--- config.mk ---
export PLATFORM = sky130hd
export DESIGN_NAME = cftr_div
export DESIGN_NICKNAME = d
export VERILOG_FILES = /design/src/hdl/cftr_pkg.sv /design/src/hdl/cftr_div.sv
export SDC_FILE = /design/constraint.sdc
export NUM_CORES = 1
export LEC_CHECK = 0
export BUFFER_PORTS_ARGS = -buffer_cell sky130_fd_sc_hd__buf_2
export CAP_MARGIN = 0
export CELL_PAD_IN_SITES_DETAIL_PLACEMENT = 1
export CELL_PAD_IN_SITES_GLOBAL_PLACEMENT = 1
export CORE_ASPECT_RATIO = 0.75
export CORE_MARGIN = 2
export CORE_UTILIZATION = 46
export CTS_BUF_LIST = sky130_fd_sc_hd__clkbuf_16
export DETAILED_ROUTE_END_ITERATION = 10
export GPL_TIMING_DRIVEN = 0
export MAX_ROUTING_LAYER = met4
export PLACE_DENSITY_LB_ADDON = 0.1
export SLEW_MARGIN = 20
export SYNTH_ARGS = -nofsm -noshare
export SYNTH_HDL_FRONTEND = slang
export SYNTH_SLANG_ARGS = --single-unit
--- constraint.sdc ---
create_clock -name clk -period 17.5 [get_ports clk]
set_input_delay 3.5 -clock clk [delete_from_list [all_inputs] [get_ports clk]]
set_output_delay 3.5 -clock clk [all_outputs]
set_load 0.05 [all_outputs]
--- src/hdl/cftr_pkg.sv ---
// package for camera frame timestamp recovery
// widths and register indexes; no dependencies
package cftr_pkg;
  localparam int CfgIdxW = 3;
  localparam int CfgDataW = 32;
  localparam logic [CfgIdxW-1:0] RegShutterStep = 3'd0;
  localparam logic [CfgIdxW-1:0] RegWrapPeriod = 3'd1;
  localparam logic [CfgIdxW-1:0] RegSyncPeriod = 3'd2;
  localparam logic [CfgIdxW-1:0] RegFramePeriod = 3'd3;
  localparam logic [CfgIdxW-1:0] RegFirstShift = 3'd4;
  localparam logic [CfgIdxW-1:0] RegMatchMax = 3'd5;
  localparam logic [CfgIdxW-1:0] RegMatchMin = 3'd6;
  localparam int DivW = 64;
endpackage

--- src/hdl/cftr_div.sv ---
// shared restoring divider, one quotient bit per cycle
// depends on cftr_pkg
module cftr_div (
  input  logic                       clk,
  input  logic                       rst,
  input  logic                       start,
  input  logic [cftr_pkg::DivW-1:0]  num,
  input  logic [cftr_pkg::DivW-1:0]  den,
  output logic                       done,
  output logic [cftr_pkg::DivW-1:0]  quo,
  output logic [cftr_pkg::DivW-1:0]  rem
);
  localparam int W = cftr_pkg::DivW;
  logic [$clog2(W+1)-1:0] cnt;
  logic busy;
  logic [W-1:0] d;
  logic [W:0] trial;

  assign trial = {rem, quo[W-1]} - {1'b0, d};

  always_ff @(posedge clk) begin
    if (rst) begin
      busy <= 1'b0;
      cnt <= '0;
      done <= 1'b0;
    end else if (start) begin
      busy <= 1'b1;
      cnt <= ($clog2(W+1))'(W);
      quo <= num;
      rem <= '0;
      d <= den;
      done <= 1'b0;
    end else if (busy) begin
      if (!trial[W]) begin
        rem <= trial[W-1:0];
        quo <= {quo[W-2:0], 1'b1};
      end else begin
        rem <= {rem[W-2:0], quo[W-1]};
        quo <= {quo[W-2:0], 1'b0};
      end
      cnt <= cnt - 1'b1;
      if (cnt == 1) begin
        busy <= 1'b0;
      end
      done <= (cnt == 1);
    end else begin
      done <= 1'b0;
    end
  end
endmodule

==> impl_results.md <==
* I/O pins at 260
* CP max-delay cell: nor2_4
* Top cell type's share of synthesized area at 47.2%
* Reg2reg path depth at 15
* Core Util, Final at 56.7%
* Worst Setup Path Type: input port to flip-flop
* Drt total wl at 39700 um
* Detail Placement HPWL at 30100 um
* Area growth from synthesis to layout at 20.9%
* Clk Latency, worst-skew pair at 540 ps
* Placed Instances at 1791
* Highest Clock Rate at 163 MHz
* Sw frac at 37.1%
* Flop-to-flop setup slack at 12490 ps
* Crit end category: flip-flop
* Antenna Cells at 0
* Worst Max-Slew Pin Slew at 952 ps
* First-pass GRT wire length at 62500 um
* Maximum vdd drop at 0.0677 mV
* Final Hold Viols at 0
* Share of the clock period used by the worst path at 35.1%
* FF+latch count, synth at 201
* Post-Syn Nets at 1380
* Sequential share of the synthesized area at 48.7%
* Sequential cell area at 0.00595 mm2
* Pins over their slew limit at 0
* Routability cong. at 0.888
* Clock tree from TritonCTS: built
* Combinational power share at 34.3%
* Critical-path maximum fanout at 24
* Synth Warn # at 0
* Grt ovf at 0
* Vias per cell at 5.78
* Avg Cell Area, Syn at 10.3 um2
* Vias in the first global route at 11100
* Netlist cell types at 68
* Post-synth top cells: 192 x edfxtp_1, 143 x a21oi_1, 96 x o21ai_0
* Cell depth of the worst setup path at 8
* Clk_skew at 18.5 ps
* Syn Inst Count at 1182
* RSZ-0062 raised after global routing: no
* Multi-input logic area at 0.00565 mm2
* Initial Util at 46.9%
* Placed cell areas at 0.0141 mm2
* Sequential power share at 38.0%
* Slew headroom at 36.5%
* First DRT Iteration DRCs at 767
* CP endpoint: quo[10]
* Netlist area before placement at 0.0122 mm2
* Post-CTS setup buffer count at 0
* Crit path launch type: input port
* Ys async rst share at 0%
* Crit path largest cell delay at 590 ps
* Internal cell power at 1000 uW
* Worst Path Arrival at 6380 ps
* Clock Power Share at 27.6%
* Outcome: complete, no violations
* Worst path cell trace: clkbuf_1, clkbuf_1, buf_1, nor2_1, nor2_4, buf_12, buf_12, buf_16
* Largest net degree at the start of global routing at 28
* Row cnt at 51
* Static Leakage at 0.00618 uW
* Top_reg_cell synth: edfxtp_1
* Vias at 10600
* Die width at 192 um
* CTS root buf: clkbuf_16
* H-tree depth at 1
* Delay-heaviest family, CP: buffers and inverters
* Final instance count without filler cells at 1830
* Hold_buf cts at 0
* Pre-Repair DR Iteration Count at 5
* Worst reg2reg path endpoint: rem[54]
* Hold WC Path Type: flip-flop to flip-flop
* Cell Pwr Density at 108 mW/mm2
* Die Height at 145 um
* # fillers at 3008
* Leading area contributor after synthesis: edfxtp_1
* Crit path from: start
* Nets at 1669
* Count leader, synth: edfxtp_1
* Final setup fails at 0
* Routed WL per cell at 21.7 um
* Max Root-Sink Buffers at 3
* Clock Pin Slew Worst Setup and Hold Paths at 60 ps
* Post-DRT Antenna Nets at 0
* Max cap viols at 0
* Hold Worst Slack at 536 ps
* DRC Markers at 0
* RR Startpoint: quo[63]
* Min cycle time layout at 6140 ps
* Area contributors post-synth: edfxtp_1 47%, ha_1 6.8%, a21oi_1 5.9%, mux2_2 5.8%, o21ai_0 3.9%
* Post-synth EDFFs at 192
* Antenna violations before repair at 0
* Setup TNS at 0 ps
* Core area at 0.0260 mm2
* CTS Sinks at 201
* Worst path buffer plus inverter count at 6
* CTS resizes at 0
* NetSw at 591 uW
* GR Util All Layers at 29.3%
* Share of layout cells above drive strength 1 at 25.6%
* CP required at 17740 ps
* Final instance area at 0.0148 mm2
* Num CTS Buffers at 22
* Port Buf Inserts at 258
* Die area at 0.0279 mm2
cell type report:
type | count | area share, %
flip-flops and latches | 201 | 40.3
multi-input cells | 822 | 38.3
repair buffers | 265 | 9.80
clock buffers | 22 | 3.73
well taps | 344 | 2.92
inverters | 85 | 2.16
plain buffers | 74 | 2.09
clock inverters | 17 | 0.712
power groups by stage:
stage | Clock [uW] | Sequential (uW) | Combinational (uW)
final | 440 | 606 | 547
after global routing | 463 | 611 | 596
after CTS | 447 | 606 | 544
after detailed placement | 0 | 615 | 538
after global placement | 0 | 619 | 516
after floorplan | 0 | 703 | 296
layer usage:
metal  up-vias  routed length [um]  track usage [%]
met4         0                 850             6.56
li1       4981                   -                -
met1      5220               18000             40.3
met5         -                   0                -
met3        61                2390             5.18
met2       323               18400             45.4
kinds of logic (layout without fill, tap and decap cells):
family                     after synthesis  in the layout  share of synthesized area (%)
adders and majority gates               67             67                           6.93
AOI/OAI and AO/OA                      369            369                           18.2
and+or+nand+nor                        265            265                           11.1
xor gates and xnor gates                57             57                           4.09
DFF                                    201            201                           48.7
muxes                                   64             64                           5.89
buffers and inverters                  159            463                           5.14
registers in the layout, summed over array words and instances, names as in the netlist:
name	cells
d	64
quo	64
rem	64
cnt	7
busy	1
done	1
stage by stage:
step	setup slack, ps	power [uW]
finish	11360	1590
global route	11090	1670
CTS	11310	1600
detailed placement	10770	1150
global placement	3790	1130
floorplan	7120	999
layout by cell type (no fill, tap or decap), types with 40 or more instances in the layout:
cell and n:
inv_1 93, o21ai_0 96, nor2_1 40, a21oi_1 143
nand2_1 64, clkbuf_1 59, edfxtp_1 192, mux2_2 63
ha_1 66, buf_2 268, nand3_1 57
worst min path at each step:
stage                       from      to  slack, ps  cells past startpoint
after global placement    cnt[1]  cnt[1]        490                      2
final                     cnt[1]  cnt[1]        540                      2
after global routing      cnt[1]  cnt[1]        550                      2
after detailed placement  cnt[1]  cnt[1]        510                      2
after CTS                 cnt[1]  cnt[1]        540                      2
after floorplan           cnt[1]  cnt[1]        470                      2
tightest hold or removal path: cells and delay by family, from the launching register on:
family | cells | cell delay, ps
DFF | 1 | 330
and+or+nand+nor | 1 | 110
AOI/OAI and AO/OA | 1 | 50
Note: power is estimated with default switching activity, not from simulation.
